## config.mk

```make
export PLATFORM = sky130hd
export DESIGN_NAME = tilt_compensated_swipe_detector_top
export DESIGN_NICKNAME = d
export VERILOG_FILES = /design/src/rtl/tcsd_pkg.sv /design/src/rtl/tilt_compensated_swipe_detector_top.sv /design/src/rtl/tcsd_front.sv /design/src/rtl/tcsd_back.sv
export SDC_FILE = /design/constraint.sdc
export NUM_CORES = 2
export LEC_CHECK = 0
export BUFFER_PORTS_ARGS = -buffer_cell sky130_fd_sc_hd__buf_2
export CAP_MARGIN = 5
export CORE_MARGIN = 10
export CORE_UTILIZATION = 58
export CTS_CLUSTER_SIZE = 10
export DETAILED_ROUTE_END_ITERATION = 8
export HOLD_SLACK_MARGIN = 0.05
export PLACE_DENSITY = 0.78
export SYNTH_ARGS = -nofsm -noshare
export SYNTH_HDL_FRONTEND = slang
export SYNTH_SLANG_ARGS = --single-unit
```

## constraint.sdc

```tcl
create_clock -name clk -period 10.8 [get_ports clk]
set_input_delay 0.54 -clock clk [delete_from_list [all_inputs] [get_ports clk]]
set_output_delay 0.54 -clock clk [all_outputs]
set_load 0.01 [all_outputs]
```

## src/rtl/tcsd_pkg.sv

```systemverilog
// ----------------------------------------------------------------------------
// tcsd_pkg
// shared constants, types and the cordic arctangent table
// ----------------------------------------------------------------------------
`default_nettype none
package tcsd_pkg;

  localparam int SAMPLE_WIDTH_DEF = 16;
  localparam int CORDIC_STEPS_DEF = 14;
  localparam int ANGLE_W = 15;
  localparam int THR_W = 15;
  localparam int CFG_IDX_W = 1;

  localparam logic [CFG_IDX_W-1:0] REG_NOISE = 1'b0;
  localparam logic [CFG_IDX_W-1:0] REG_SWING = 1'b1;

  localparam logic [THR_W-1:0] NOISE_RESET = 15'd1024;
  localparam logic [THR_W-1:0] SWING_RESET = 15'd1536;

  typedef enum logic [1:0] {
    MOVE_LEFT  = 2'd0,
    MOVE_RIGHT = 2'd1,
    MOVE_DOWN  = 2'd2,
    MOVE_NONE  = 2'd3
  } move_t;

  // cordic working widths: angle in 2^-18 degree, x/y in q30
  localparam int ZW = 30;
  localparam int CW = 34;
  localparam logic signed [CW-1:0] CORDIC_GAIN = 34'sd652032874;
  localparam logic signed [ZW-1:0] DEG180 = 30'sd47185920;
  localparam logic signed [ZW-1:0] DEG90  = 30'sd23592960;
  localparam logic signed [ZW-1:0] DEG360 = 30'sd94371840;

  function automatic logic signed [ZW-1:0] atan_lut(input logic [4:0] i);
    logic signed [ZW-1:0] r;
    begin
      case (i)
        5'd0: r = 30'sd11796480;  5'd1: r = 30'sd6963869;
        5'd2: r = 30'sd3679517;   5'd3: r = 30'sd1867780;
        5'd4: r = 30'sd937515;    5'd5: r = 30'sd469214;
        5'd6: r = 30'sd234664;    5'd7: r = 30'sd117339;
        5'd8: r = 30'sd58671;     5'd9: r = 30'sd29335;
        5'd10: r = 30'sd14668;    5'd11: r = 30'sd7334;
        5'd12: r = 30'sd3667;     5'd13: r = 30'sd1833;
        5'd14: r = 30'sd917;      5'd15: r = 30'sd458;
        5'd16: r = 30'sd229;      5'd17: r = 30'sd115;
        5'd18: r = 30'sd57;       5'd19: r = 30'sd29;
        5'd20: r = 30'sd14;       5'd21: r = 30'sd7;
        5'd22: r = 30'sd4;        5'd23: r = 30'sd2;
        default: r = '0;
      endcase
      return r;
    end
  endfunction

  typedef enum logic [2:0] {
    ST_IDLE, ST_CORDIC, ST_MUL, ST_FINAL, ST_OUT
  } back_state_t;

endpackage
`default_nettype wire

```

## src/rtl/tilt_compensated_swipe_detector_top.sv

```systemverilog
// the back end works on one sample at a time and takes the next only after the
// result is taken, so an output stall holds it; one shared cordic and one
// multiplier run all three angles and the twelve products in turn; a two-entry
// queue takes samples meanwhile
// reset: synchronous, thresholds to 1024/1536, history to rest at one g
`default_nettype none
module tilt_compensated_swipe_detector_top #(
  parameter int SAMPLE_WIDTH = tcsd_pkg::SAMPLE_WIDTH_DEF,
  parameter int CORDIC_STEPS = tcsd_pkg::CORDIC_STEPS_DEF
) (
  input  wire logic clk,
  input  wire logic rst,
  input  wire logic cfg_we,
  input  wire logic [tcsd_pkg::CFG_IDX_W-1:0] cfg_index,
  input  wire logic [tcsd_pkg::THR_W-1:0] cfg_data,
  input  wire logic in_valid,
  output logic      in_ready,
  input  wire logic signed [SAMPLE_WIDTH-1:0] accel_x,
  input  wire logic signed [SAMPLE_WIDTH-1:0] accel_y,
  input  wire logic signed [SAMPLE_WIDTH-1:0] accel_z,
  input  wire logic signed [tcsd_pkg::ANGLE_W-1:0] pitch_angle,
  input  wire logic signed [tcsd_pkg::ANGLE_W-1:0] roll_angle,
  input  wire logic signed [tcsd_pkg::ANGLE_W-1:0] yaw_angle,
  output logic      out_valid,
  input  wire logic out_ready,
  output logic signed [SAMPLE_WIDTH-1:0] free_x,
  output logic signed [SAMPLE_WIDTH-1:0] free_y,
  output logic signed [SAMPLE_WIDTH-1:0] free_z,
  output logic [1:0] gesture,
  output logic       gesture_new
);
  localparam int DW = 3*SAMPLE_WIDTH + 3*tcsd_pkg::ANGLE_W;

  logic [tcsd_pkg::THR_W-1:0] noise_thr, swing_thr;
  logic q_valid, q_ready;
  logic [DW-1:0] q_data;

  always_ff @(posedge clk) begin
    if (rst) begin
      noise_thr <= tcsd_pkg::NOISE_RESET;
      swing_thr <= tcsd_pkg::SWING_RESET;
    end else if (cfg_we) begin
      case (cfg_index)
        tcsd_pkg::REG_NOISE: noise_thr <= cfg_data;
        tcsd_pkg::REG_SWING: swing_thr <= cfg_data;
        default: ;
      endcase
    end
  end

  tcsd_front #(.SAMPLE_WIDTH(SAMPLE_WIDTH)) u_front (
    .clk, .rst, .in_valid, .in_ready,
    .in_data({accel_x, accel_y, accel_z, pitch_angle, roll_angle, yaw_angle}),
    .q_valid, .q_ready, .q_data
  );

  tcsd_back #(.SAMPLE_WIDTH(SAMPLE_WIDTH), .CORDIC_STEPS(CORDIC_STEPS)) u_back (
    .clk, .rst, .q_valid, .q_ready, .q_data, .noise_thr, .swing_thr,
    .out_valid, .out_ready, .free_x, .free_y, .free_z, .gesture, .gesture_new
  );
endmodule
`default_nettype wire

```

## src/rtl/tcsd_front.sv

```systemverilog
// ----------------------------------------------------------------------------
// tcsd_front
// two-entry queue holding accepted samples until the back end takes them
// ----------------------------------------------------------------------------
`default_nettype none
module tcsd_front #(
  parameter int SAMPLE_WIDTH = tcsd_pkg::SAMPLE_WIDTH_DEF
) (
  input  wire logic clk,
  input  wire logic rst,
  input  wire logic in_valid,
  output logic      in_ready,
  input  wire logic [3*SAMPLE_WIDTH+3*tcsd_pkg::ANGLE_W-1:0] in_data,
  output logic      q_valid,
  input  wire logic q_ready,
  output logic [3*SAMPLE_WIDTH+3*tcsd_pkg::ANGLE_W-1:0] q_data
);
  localparam int DW = 3*SAMPLE_WIDTH + 3*tcsd_pkg::ANGLE_W;

  logic [DW-1:0] mem [2];
  logic          wr_ptr, rd_ptr;
  logic [1:0]    count;
  logic          push, pop;

  assign in_ready = (count != 2'd2);
  assign q_valid  = (count != 2'd0);
  assign q_data   = mem[rd_ptr];
  assign push     = in_valid && in_ready;
  assign pop      = q_valid && q_ready;

  always_ff @(posedge clk) begin
    if (push) begin
      mem[wr_ptr] <= in_data;
    end
    if (rst) begin
      wr_ptr <= 1'b0;
      rd_ptr <= 1'b0;
      count  <= 2'd0;
    end else begin
      if (push) wr_ptr <= ~wr_ptr;
      if (pop) rd_ptr <= ~rd_ptr;
      count <= count + {1'b0, push} - {1'b0, pop};
    end
  end
endmodule
`default_nettype wire

```

## src/rtl/tcsd_back.sv

```systemverilog
// ----------------------------------------------------------------------------
// tcsd_back
// shared cordic for three angles, sequential rotation products, detection
// ----------------------------------------------------------------------------
`default_nettype none
module tcsd_back #(
  parameter int SAMPLE_WIDTH = tcsd_pkg::SAMPLE_WIDTH_DEF,
  parameter int CORDIC_STEPS = tcsd_pkg::CORDIC_STEPS_DEF
) (
  input  wire logic clk,
  input  wire logic rst,
  input  wire logic q_valid,
  output logic      q_ready,
  input  wire logic [3*SAMPLE_WIDTH+3*tcsd_pkg::ANGLE_W-1:0] q_data,
  input  wire logic [tcsd_pkg::THR_W-1:0] noise_thr,
  input  wire logic [tcsd_pkg::THR_W-1:0] swing_thr,
  output logic      out_valid,
  input  wire logic out_ready,
  output logic signed [SAMPLE_WIDTH-1:0] free_x,
  output logic signed [SAMPLE_WIDTH-1:0] free_y,
  output logic signed [SAMPLE_WIDTH-1:0] free_z,
  output logic [1:0] gesture,
  output logic       gesture_new
);
  localparam int SW = SAMPLE_WIDTH;
  localparam int AW = tcsd_pkg::ANGLE_W;
  localparam int ZW = tcsd_pkg::ZW;
  localparam int CW = tcsd_pkg::CW;
  localparam int STEPS = (CORDIC_STEPS < 24) ? CORDIC_STEPS : 24;
  // vector in q8, products of q8 by q20
  localparam int VW = SW + 12;
  localparam int PW = VW + 23;
  localparam int TW = SW + 3;
  // deltas wide enough for both the samples and the thresholds
  localparam int DXW = ((SW > tcsd_pkg::THR_W) ? SW : tcsd_pkg::THR_W) + 2;

  tcsd_pkg::back_state_t state, state_next;

  logic signed [SW-1:0] ax, ay, az;
  logic signed [AW-1:0] ang [3];
  logic [1:0] ang_sel;
  logic [4:0] it;
  logic signed [ZW-1:0] z;
  logic signed [CW-1:0] cx, cy;
  logic flip;
  logic signed [22:0] sn [3];
  logic signed [22:0] cs [3];
  logic signed [VW-1:0] v0, v1, v2;
  logic signed [VW-1:0] held;
  logic [2:0] mstep;
  logic signed [PW-1:0] pa, pb;
  logic [1:0] mphase;
  logic signed [SW-1:0] prev_x;
  logic signed [DXW-1:0] prev_z;
  logic [1:0] recent_move, shown_move;

  // cordic set-up: wrap and fold the selected angle
  logic signed [ZW-1:0] z0, zw;
  logic fl0;
  always_comb begin
    zw = ZW'(ang[ang_sel]) * 30'sd4096;
    if (ang_sel == 2'd0) zw = -zw;
    fl0 = 1'b0;
    if (zw > tcsd_pkg::DEG180) zw = zw - tcsd_pkg::DEG360;
    else if (zw <= -tcsd_pkg::DEG180) zw = zw + tcsd_pkg::DEG360;
    z0 = zw;
    if (zw > tcsd_pkg::DEG90) begin
      z0 = zw - tcsd_pkg::DEG180;
      fl0 = 1'b1;
    end else if (zw < -tcsd_pkg::DEG90) begin
      z0 = zw + tcsd_pkg::DEG180;
      fl0 = 1'b1;
    end
  end

  logic signed [CW-1:0] sx, sy;
  logic signed [22:0] rc, rs;
  logic signed [CW-1:0] rcw, rsw;
  assign sx = cx >>> it;
  assign sy = cy >>> it;
  assign rcw = (cx + 34'sd512) >>> 10;
  assign rsw = (cy + 34'sd512) >>> 10;
  assign rc = flip ? -rcw[22:0] : rcw[22:0];
  assign rs = flip ? -rsw[22:0] : rsw[22:0];

  // one dot product term at a time: operands chosen by mstep/mphase
  logic signed [VW-1:0] ma;
  logic signed [22:0] mc;
  logic signed [PW-1:0] prod;
  logic signed [PW-1:0] dsum;
  logic signed [VW-1:0] dres;
  always_comb begin
    ma = v0;
    mc = cs[2];
    case (mstep)
      3'd0: begin ma = mphase[0] ? v1 : v0; mc = mphase[0] ? sn[2] : cs[2]; end
      3'd1: begin ma = mphase[0] ? v1 : v0; mc = mphase[0] ? cs[2] : -sn[2]; end
      3'd2: begin ma = mphase[0] ? v2 : v0; mc = mphase[0] ? -sn[1] : cs[1]; end
      3'd3: begin ma = mphase[0] ? v2 : v0; mc = mphase[0] ? cs[1] : sn[1]; end
      3'd4: begin ma = mphase[0] ? v2 : v1; mc = mphase[0] ? sn[0] : cs[0]; end
      3'd5: begin ma = mphase[0] ? v2 : v1; mc = mphase[0] ? cs[0] : -sn[0]; end
      default: begin ma = v0; mc = cs[2]; end
    endcase
    prod = PW'(ma) * PW'(mc);
    dsum = pa + pb + (PW'(1) <<< 19);
    dres = VW'(dsum >>> 20);
  end

  // final rounding, saturation and detection
  localparam logic signed [TW-1:0] SMAX = TW'((longint'(1) << (SW-1)) - 1);
  localparam logic signed [TW-1:0] SMIN = -TW'(longint'(1) << (SW-1));
  function automatic logic signed [SW-1:0] satr(input logic signed [VW-1:0] v,
                                                input logic sub1g);
    logic signed [VW-1:0] r;
    logic signed [TW-1:0] t;
    begin
      r = (v + VW'(128)) >>> 8;
      if (sub1g) r = r - VW'(1024);
      if (r > VW'(SMAX)) t = SMAX;
      else if (r < VW'(SMIN)) t = SMIN;
      else t = TW'(r);
      return t[SW-1:0];
    end
  endfunction

  logic signed [SW-1:0] fx, fy, fz;
  logic signed [DXW-1:0] dx, dz, adx, adz, nthr, sthr;
  logic moved;
  logic [1:0] move_next;
  always_comb begin
    fx = satr(v0, 1'b0);
    fy = satr(v1, 1'b0);
    fz = satr(v2, 1'b1);
    nthr = DXW'(noise_thr);
    sthr = DXW'(swing_thr);
    dx = DXW'(prev_x) - DXW'(fx);
    dz = prev_z - DXW'(fz);
    adx = dx[DXW-1] ? -dx : dx;
    adz = dz[DXW-1] ? -dz : dz;
    moved = 1'b0;
    move_next = tcsd_pkg::MOVE_NONE;
    if (adz > nthr) begin
      moved = 1'b1;
      move_next = tcsd_pkg::MOVE_DOWN;
    end else if (adx > nthr) begin
      if (dx > sthr && recent_move != tcsd_pkg::MOVE_RIGHT) begin
        moved = 1'b1;
        move_next = tcsd_pkg::MOVE_LEFT;
      end else if (dx < -sthr && recent_move != tcsd_pkg::MOVE_LEFT) begin
        moved = 1'b1;
        move_next = tcsd_pkg::MOVE_RIGHT;
      end
    end
  end

  logic cordic_last, mul_last;
  assign cordic_last = (it == 5'(STEPS)) && (ang_sel == 2'd2);
  assign mul_last = (mstep == 3'd5) && (mphase == 2'd2);

  always_comb begin
    state_next = state;
    case (state)
      tcsd_pkg::ST_IDLE:   if (q_valid) state_next = tcsd_pkg::ST_CORDIC;
      tcsd_pkg::ST_CORDIC: if (cordic_last) state_next = tcsd_pkg::ST_MUL;
      tcsd_pkg::ST_MUL:    if (mul_last) state_next = tcsd_pkg::ST_FINAL;
      tcsd_pkg::ST_FINAL:  state_next = tcsd_pkg::ST_OUT;
      tcsd_pkg::ST_OUT:    if (out_ready) state_next = tcsd_pkg::ST_IDLE;
      default:             state_next = tcsd_pkg::ST_IDLE;
    endcase
  end

  always_comb begin
    q_ready   = (state == tcsd_pkg::ST_IDLE);
    out_valid = (state == tcsd_pkg::ST_OUT);
  end

  always_ff @(posedge clk) begin
    case (state)
      tcsd_pkg::ST_IDLE: begin
        {ax, ay, az} <= q_data[3*SW+3*AW-1:3*AW];
        ang[0] <= q_data[3*AW-1:2*AW];
        ang[1] <= q_data[2*AW-1:AW];
        ang[2] <= q_data[AW-1:0];
        it <= 5'd31;
        ang_sel <= 2'd0;
      end
      tcsd_pkg::ST_CORDIC: begin
        if (it == 5'd31 || it == 5'(STEPS)) begin
          if (it == 5'(STEPS)) begin
            sn[ang_sel] <= rs;
            cs[ang_sel] <= rc;
            ang_sel <= ang_sel + 2'd1;
          end
          // after the last step store sine/cosine and step the selector; at 31 load a fresh angle
          it <= (it == 5'(STEPS)) ? 5'd31 : 5'd0;
          cx <= tcsd_pkg::CORDIC_GAIN;
          cy <= '0;
          z  <= (it == 5'(STEPS)) ? '0 : z0;
          flip <= fl0;
        end else begin
          if (!z[ZW-1]) begin
            cx <= cx - sy;
            cy <= cy + sx;
            z  <= z - tcsd_pkg::atan_lut(it);
          end else begin
            cx <= cx + sy;
            cy <= cy - sx;
            z  <= z + tcsd_pkg::atan_lut(it);
          end
          it <= it + 5'd1;
        end
        v0 <= VW'(ax) <<< 8;
        v1 <= VW'(ay) <<< 8;
        v2 <= VW'(az) <<< 8;
        mstep <= 3'd0;
        mphase <= 2'd0;
      end
      tcsd_pkg::ST_MUL: begin
        if (mphase == 2'd0) begin
          pa <= prod;
          mphase <= 2'd1;
        end else if (mphase == 2'd1) begin
          pb <= prod;
          mphase <= 2'd2;
        end else begin
          // odd steps write back the pair computed over two dot products
          case (mstep)
            3'd1: begin v0 <= held; v1 <= dres; end
            3'd3: begin v0 <= held; v2 <= dres; end
            3'd5: begin v1 <= held; v2 <= dres; end
            default: held <= dres;
          endcase
          mstep <= mstep + 3'd1;
          mphase <= 2'd0;
        end
      end
      tcsd_pkg::ST_FINAL: begin
        free_x <= fx;
        free_y <= fy;
        free_z <= fz;
        gesture_new <= moved;
      end
      default: ;
    endcase
    if (rst) begin
      state <= tcsd_pkg::ST_IDLE;
      prev_x <= '0;
      prev_z <= DXW'(1024);
      recent_move <= tcsd_pkg::MOVE_NONE;
      shown_move <= tcsd_pkg::MOVE_NONE;
      gesture <= tcsd_pkg::MOVE_NONE;
    end else begin
      state <= state_next;
      if (state == tcsd_pkg::ST_FINAL) begin
        prev_x <= fx;
        prev_z <= DXW'(fz);
        recent_move <= move_next;
        if (moved) begin
          shown_move <= move_next;
          gesture <= move_next;
        end else begin
          gesture <= shown_move;
        end
      end
    end
  end
endmodule
`default_nettype wire

```

# After elaboration in Yosys (flattened, before gate mapping)
# Memories as Yosys holds them, arrays and structs flattened. A register that Yosys moved wholly into a read port is not among the register bits.
# Index checks and enable logic that the tools add are counted.
# W data, S select, Z words.
dict set report word_totals {
  mem_bits_ro 1536
  inputBits 114
  out_inout_bits 53
  ram_bits 369
  reg_bits 489
  word_cells 243
  latchBits 0
  n_memories 6
}
dict set report op_classes {
  n_lt_le_gt_ge 14
  add_sub_neg 34
  n_eq_ne 27
  n_mul 1
  bitwise_logic 6
  n_shift 2
  muxes 88
  n_div 0
  n_reduce_logical 34
}
# name words width rd rd_ports_with_merged_regs write_ports line
set memory_table {}
lappend memory_table {{(no name shown)} 32 24 1 1 0 tcsd_pkg.sv:38} ;# case (i)
lappend memory_table {{(no name shown)} 32 24 1 1 0 tcsd_pkg.sv:38}
lappend memory_table {u_front.mem 2 93 1 1 1 tcsd_front.sv:20} ;# logic [DW-1:0] mem [2];
lappend memory_table {u_back.cs 3 23 3 0 1 tcsd_back.sv:47} ;# logic signed [22:0] cs [3];
lappend memory_table {u_back.sn 3 23 3 0 1 tcsd_back.sv:46} ;# logic signed [22:0] sn [3];
lappend memory_table {u_back.ang 3 15 1 1 3 tcsd_back.sv:40} ;# logic signed [AW-1:0] ang [3];
# cell count
set ops {}
lappend ops {{$mux W30} 14}
lappend ops {{$mux W28} 11}
lappend ops {{$pmux W28 S2} 4}
lappend ops {{$mux W23} 8}
lappend ops {{$pmux W23 S6} 1}
lappend ops {{$neg A23 Y23} 5}
lappend ops {{$add A28 B9 Y28 const B} 3}
lappend ops {{$pmux W28 S3} 1}
lappend ops {{$mux W16} 5}
lappend ops {{$add A34 B34 Y34} 2}
lappend ops {{$mux W34} 2}
lappend ops {{$sshr A34 B5 Y34} 2}
lappend ops {{$sub A34 B34 Y34} 2}
lappend ops {{$add A33 B11 Y33 const B} 2}
lappend ops {{$gt A18 B16 Y1} 3}
lappend ops {{$add A48 B21 Y48 const B} 1}
lappend ops {{$add A48 B48 Y48} 1}
lappend ops {{$mul A28 B23 Y48} 1}
lappend ops {{$gt A20 B16 Y1 const B} 2}
lappend ops {{$lt A20 B16 Y1 const B} 2}
lappend ops {{$mux W18} 2}
lappend ops {{$neg A18 Y18} 2}
lappend ops {{$sub A16 B16 Y17} 2}
lappend ops {{$add A30 B27 Y30 const B} 1}
lappend ops {{49 further kinds} 127}

# Depth between registers and ports, before layout
dict set report depth {
  depth_word 12
  depth_mapped 47
  mapped_depth_nobuf 45
}

# Hierarchy
# From an unflattened synthesis, not the netlist that was laid out.
dict set report hier_totals {
  hier_cells 7862
  area_unflattened_um2 78213.8
}
# mod area_each_um2 n_inst seq_area_each_um2 cells_each
set modules_own_cells {}
lappend modules_own_cells {tcsd_back 69968.4 1 19288.5 7428}
lappend modules_own_cells {tcsd_front 6995.5 1 5685.5 318}
lappend modules_own_cells {tilt_compensated_swipe_detector_top 1249.9 1 600.6 116}

# Worst setup path before layout
# Ideal clock, no wire load.
dict set report synth_path {
  kind {reg2reg}
  from {register u_back.mstep[0]}
  to {register u_back.pa[46], data pin}
  t_arrival_ns 10.206
  setup_ns 0.262
  path_slack_ns 0.332
  synth_period_minus_slack_ns 10.468
  stages_incl_launch_ff 43
  required_ns 10.538
  n_path_buf 6
  cell_sequence {edfxtp_1 inv_1 ha_1 nor2b_1 clkbuf_1 or2_2 clkbuf_1 nor3_1 nand3_1 o21ai_0 clkbuf_1 clkbuf_1 a221o_1 clkbuf_1 clkbuf_1 nand2_1 fa_1 inv_1 (+7 left out) fa_1 inv_1 fa_1 ha_1 a21oi_1 nand2_1 or3_1 o221ai_1 o211ai_1 a31o_2 a21oi_1 a31oi_1 a221o_1 o21a_1 o21ai_0 o21ai_0 a21oi_1 xnor2_1}
}
dict set report synth_between {
  elab_chain_cells 4
  elab_cells_between_ends 12
  cone_classes {mul: 1; eq/ne: 5; mux: 2; reduce/logical: 4}
}
# item line
set synth_lines {}
lappend synth_lines {{from (decl)} tcsd_back.sv:50} ;# logic [2:0] mstep;
lappend synth_lines {{from (signal assigned)} tcsd_back.sv:233} ;# mstep <= mstep + 3'd1;
lappend synth_lines {{$eq A3 B3 Y1 (tied with other cells)} tcsd_back.sv:95} ;# case (mstep)
lappend synth_lines {{$reduce_or A2 Y1 (no source line)} --}
lappend synth_lines {{$pmux W28 S3} tcsd_back.sv:95}
lappend synth_lines {{$mul A28 B23 Y48 *} tcsd_back.sv:104} ;# prod = PW'(ma) * PW'(mc);
lappend synth_lines {{via u_back.prod[46]} tcsd_back.sv:89} ;# logic signed [PW-1:0] prod;
lappend synth_lines {{to (signal assigned)} tcsd_back.sv:220} ;# pa <= prod;
lappend synth_lines {{to (decl)} tcsd_back.sv:51} ;# logic signed [PW-1:0] pa, pb;
# The timed path passes the listed nets; every way through them passes the cells marked *.
# A chain may end at the register's enable or synchronous reset.

==> impl_metrics.tcl <==
set metrics [dict create \
    synth-simple-area-share_pct 15.1 \
    synthAdderAreaFrac_pct 24.3 \
    grt_util_met3_pct 5.26 \
    syn_inst 7906 \
    grt_pass1_vias 61390 \
    final-seq-area_um2 25600 \
    core_area_um2 131000 \
    antenna_found_initial 13 \
    setup_viol 0 \
    yosysTopAreaCell "edfxtp_1" \
    dieWidth_um 384 \
    path_common_cell "fa_1" \
    hold_violations 0 \
    fin_crit_sh_pct 96.0 \
    grt-busiest-layer "met2" \
    maxCapViolations 0 \
    area_growth_pct 10.2 \
    fmax_ghz 0.0965 \
    tightest_slew_ps 1140 \
    min_path_type "input port to flip-flop" \
    r2r-end "u_back.pb[47]" \
    synth_nets 9123 \
    synth_mux_area_share_pct 4.56 \
    vias 60829 \
    whs_endpoint "swing_thr[11]" \
    place.gp.congestion 0.967 \
    grt_use_total_pct 30.2 \
    syn_area_um2 76800 \
    cts.sinks 885 \
    viasPerCell 6.09 \
    place_area_um2 80300 \
    reg2reg_from "u_back.sn[2][5]" \
    drive_above_1_share_pct 9.48 \
    first_pass_iters 9 \
    dp_hpwl_mm 168 \
    final_area_um2 84700 \
    worst_clock_skew_ps 40.5 \
    min_period_ps 10370 \
    initialDrtViolationCount 5990 \
    worstPathArrival_ps 10830 \
    synth_top_cell_area_share_pct 30.7 \
    dieArea_um2 147000 \
    slowest_stage "or4_4" \
    utilization_pct 64.4 \
    critPathRequiredTime_ps 11260 \
    nFillCells 10344 \
    synth-async-reset-ratio_pct 0 \
    synth-compound-area-share_pct 10.6 \
    synth_edf_count 785 \
    slowest_delay_ps 600 \
    clk_path_buf_depth 3 \
    drc 0 \
    yosys_warnings 0 \
    status "complete, no violations" \
    gr-total-overflow 0 \
    critPathMaxFanout 20 \
    ys_types 101 \
    synth_seq_cells 885 \
    ys_seq_area_share_pct 33.3 \
    cts.reportedPaths.clkPinSlew_ps 60 \
    slew_headroom_pct 23.5 \
    cts_made_buffers 103 \
    rows 133 \
    grt_max_degree 98 \
    worst_setup_path_start_kind "flip-flop" \
    crit_type "flip-flop to flip-flop" \
    die_h_um 384 \
    grt_use_met2_pct 51.7 \
    wl_per_cell_um 22.7 \
    start_util_pct 58.4 \
    synthXorXnorAreaFrac_pct 5.95 \
    multiInputGateArea_um2 46800 \
    rrSetupSlack_ps 430 \
    wl_mm 226 \
    synth_flop_cell "edfxtp_1" \
    synth_area_leaders "edfxtp_1, fa_1, ha_1" \
    insertion_delay_ps 750 \
    drv_slew 0 \
    grt_pass1_wl_mm 350 \
    synth_top_family_by_area "adder cells" \
    use_met1_pct 37.2 \
    cts_tree "done" \
    ios 167 \
    holdPathStages 3 \
    clockRootBuffer "clkbuf_16" \
    cp-end-kind "flip-flop" \
    fin_nets 9349 \
    min_from "cfg_data[11]" \
    syn_avg_cell_area_um2 9.72 \
    ant_nets 0 \
    htree_levels 3 \
    port_buffers 166 \
    r2r_cells 34 \
]
synth_stat cells (100+ instances only):
master / instances
xnor2_1: 316
nand2_1: 1147
ha_1: 457
fa_1: 646
edfxtp_1: 785
o21ai_0: 263
xor2_1: 206
nor2_1: 664
inv_1: 900
nand3_1: 133
a21oi_1: 349
mux2_2: 131
dfxtp_1: 100
nor3_1: 159
clkbuf_1: 301
worst max-delay path by stage:
stage                     from            end  cells after the start
3_5_place_dp   u_back.sn[2][6]  u_back.pa[47]                     35
3_3_place_gp   u_back.sn[2][5]  u_back.pa[47]                     35
6_report       u_back.sn[2][5]  u_back.pb[47]                     34
4_1_cts        u_back.sn[2][5]  u_back.pb[46]                     38
5_1_grt        u_back.sn[2][5]  u_back.pa[47]                     35
2_1_floorplan  u_back.mstep[0]  u_back.pa[46]                     42
area by class of cell:
type	instances	share of cell area, %
multi-input combinational	5761	55.3
sequential	885	30.2
timing repair buffer	472	4.12
inverter	909	4.03
clock buffer	169	3.38
tap	1755	2.59
clock inverter	18	0.349
antenna	12	0.0355
placed cells by master, fill, tap and decap left out, types with 32 or more instances in the layout:
master         count
a21o_1            68
o21ai_0          260
mux4_2            55
mux2i_1           74
a21oi_1          343
ha_1             455
nand2_1         1145
xnor2_1          316
xor2_1           206
clkbuf_1          62
dfxtp_1           99
buf_4            195
nor3_1           153
edfxtp_1         785
fa_1             646
nand4_1           40
dlygate4sd3_1    102
nor2_1           656
nor4_1            32
buf_2            166
nand2b_1          63
inv_1            898
or3_1             48
and3_1            79
a31oi_1           66
nand3_1          133
a22oi_1           48
o21a_1            74
clkbuf_16        103
a211oi_1          62
mux2_2           131
nor2b_1           67
and2_1            93
stage by stage:
stage	hold slack [ps]	instances	setup slack, ps	TNS (ps)
2_1_floorplan	436	7906	332	0
3_3_place_gp	444	9676	59.7	0
3_5_place_dp	446	9676	-52.9	-138
4_1_cts	52.8	9965	12.7	0
5_1_grt	74.7	9980	-6.59	-13.2
6_report	89.1	9981	433	0
worst max-delay path: cells and delay by family (launching register included):
| kind | cells | cell delay, ps |
|---|---|---|
| fa+ha+maj | 8 | 4070 |
| buf+inv | 4 | 650 |
| flops | 1 | 460 |
| compound gates | 10 | 2030 |
| xor+xnor | 1 | 120 |
| simple gates | 11 | 2790 |
sequential cells by signal, indices dropped and copies added, names as in the netlist, 15 cells and up, named ones only:
name           flops
u_back.v0         28
u_back.prev_x     16
u_back.az         16
u_back.ay         16
u_back.free_y     16
u_back.cy         34
u_back.free_z     16
u_back.prev_z     16
u_back.held       28
noise_thr         15
u_back.sn         69
u_back.pb         48
u_back.v1         28
u_back.pa         48
u_back.cx         34
u_back.cs         69
swing_thr         15
u_back.ax         16
u_back.v2         28
u_back.free_x     16
u_front.mem      186
u_back.ang        45
u_back.z          30
repair_timing:
action                     4_1_cts  5_1_grt
resized for setup                2       29
hold endpoints to repair       199        0
setup buffers                    0        4
pin swaps                        0        3
hold buffers                   102        0
setup endpoints to repair        4       20
kinds of logic after synthesis:
family	count (synthesis)
AOI/OAI and AO/OA	1255
xor gates and xnor gates	522
adders and majority gates	1104
buffers and inverters	1260
DFF	885
muxes	264
and+or+nand+nor	2616
routing by layer:
metal / wire (um) / share of wire, % / up-vias
met5: 13 / 0.0057 / -
met4: 12200 / 5.4 / 2
met3: 18300 / 8.1 / 719
met2: 111000 / 49 / 2873
met1: 85000 / 38 / 29926
li1: - / - / 27309
Power is not shown: default switching activity piles up to over one toggle a cycle in this logic, so the estimate is an artifact.
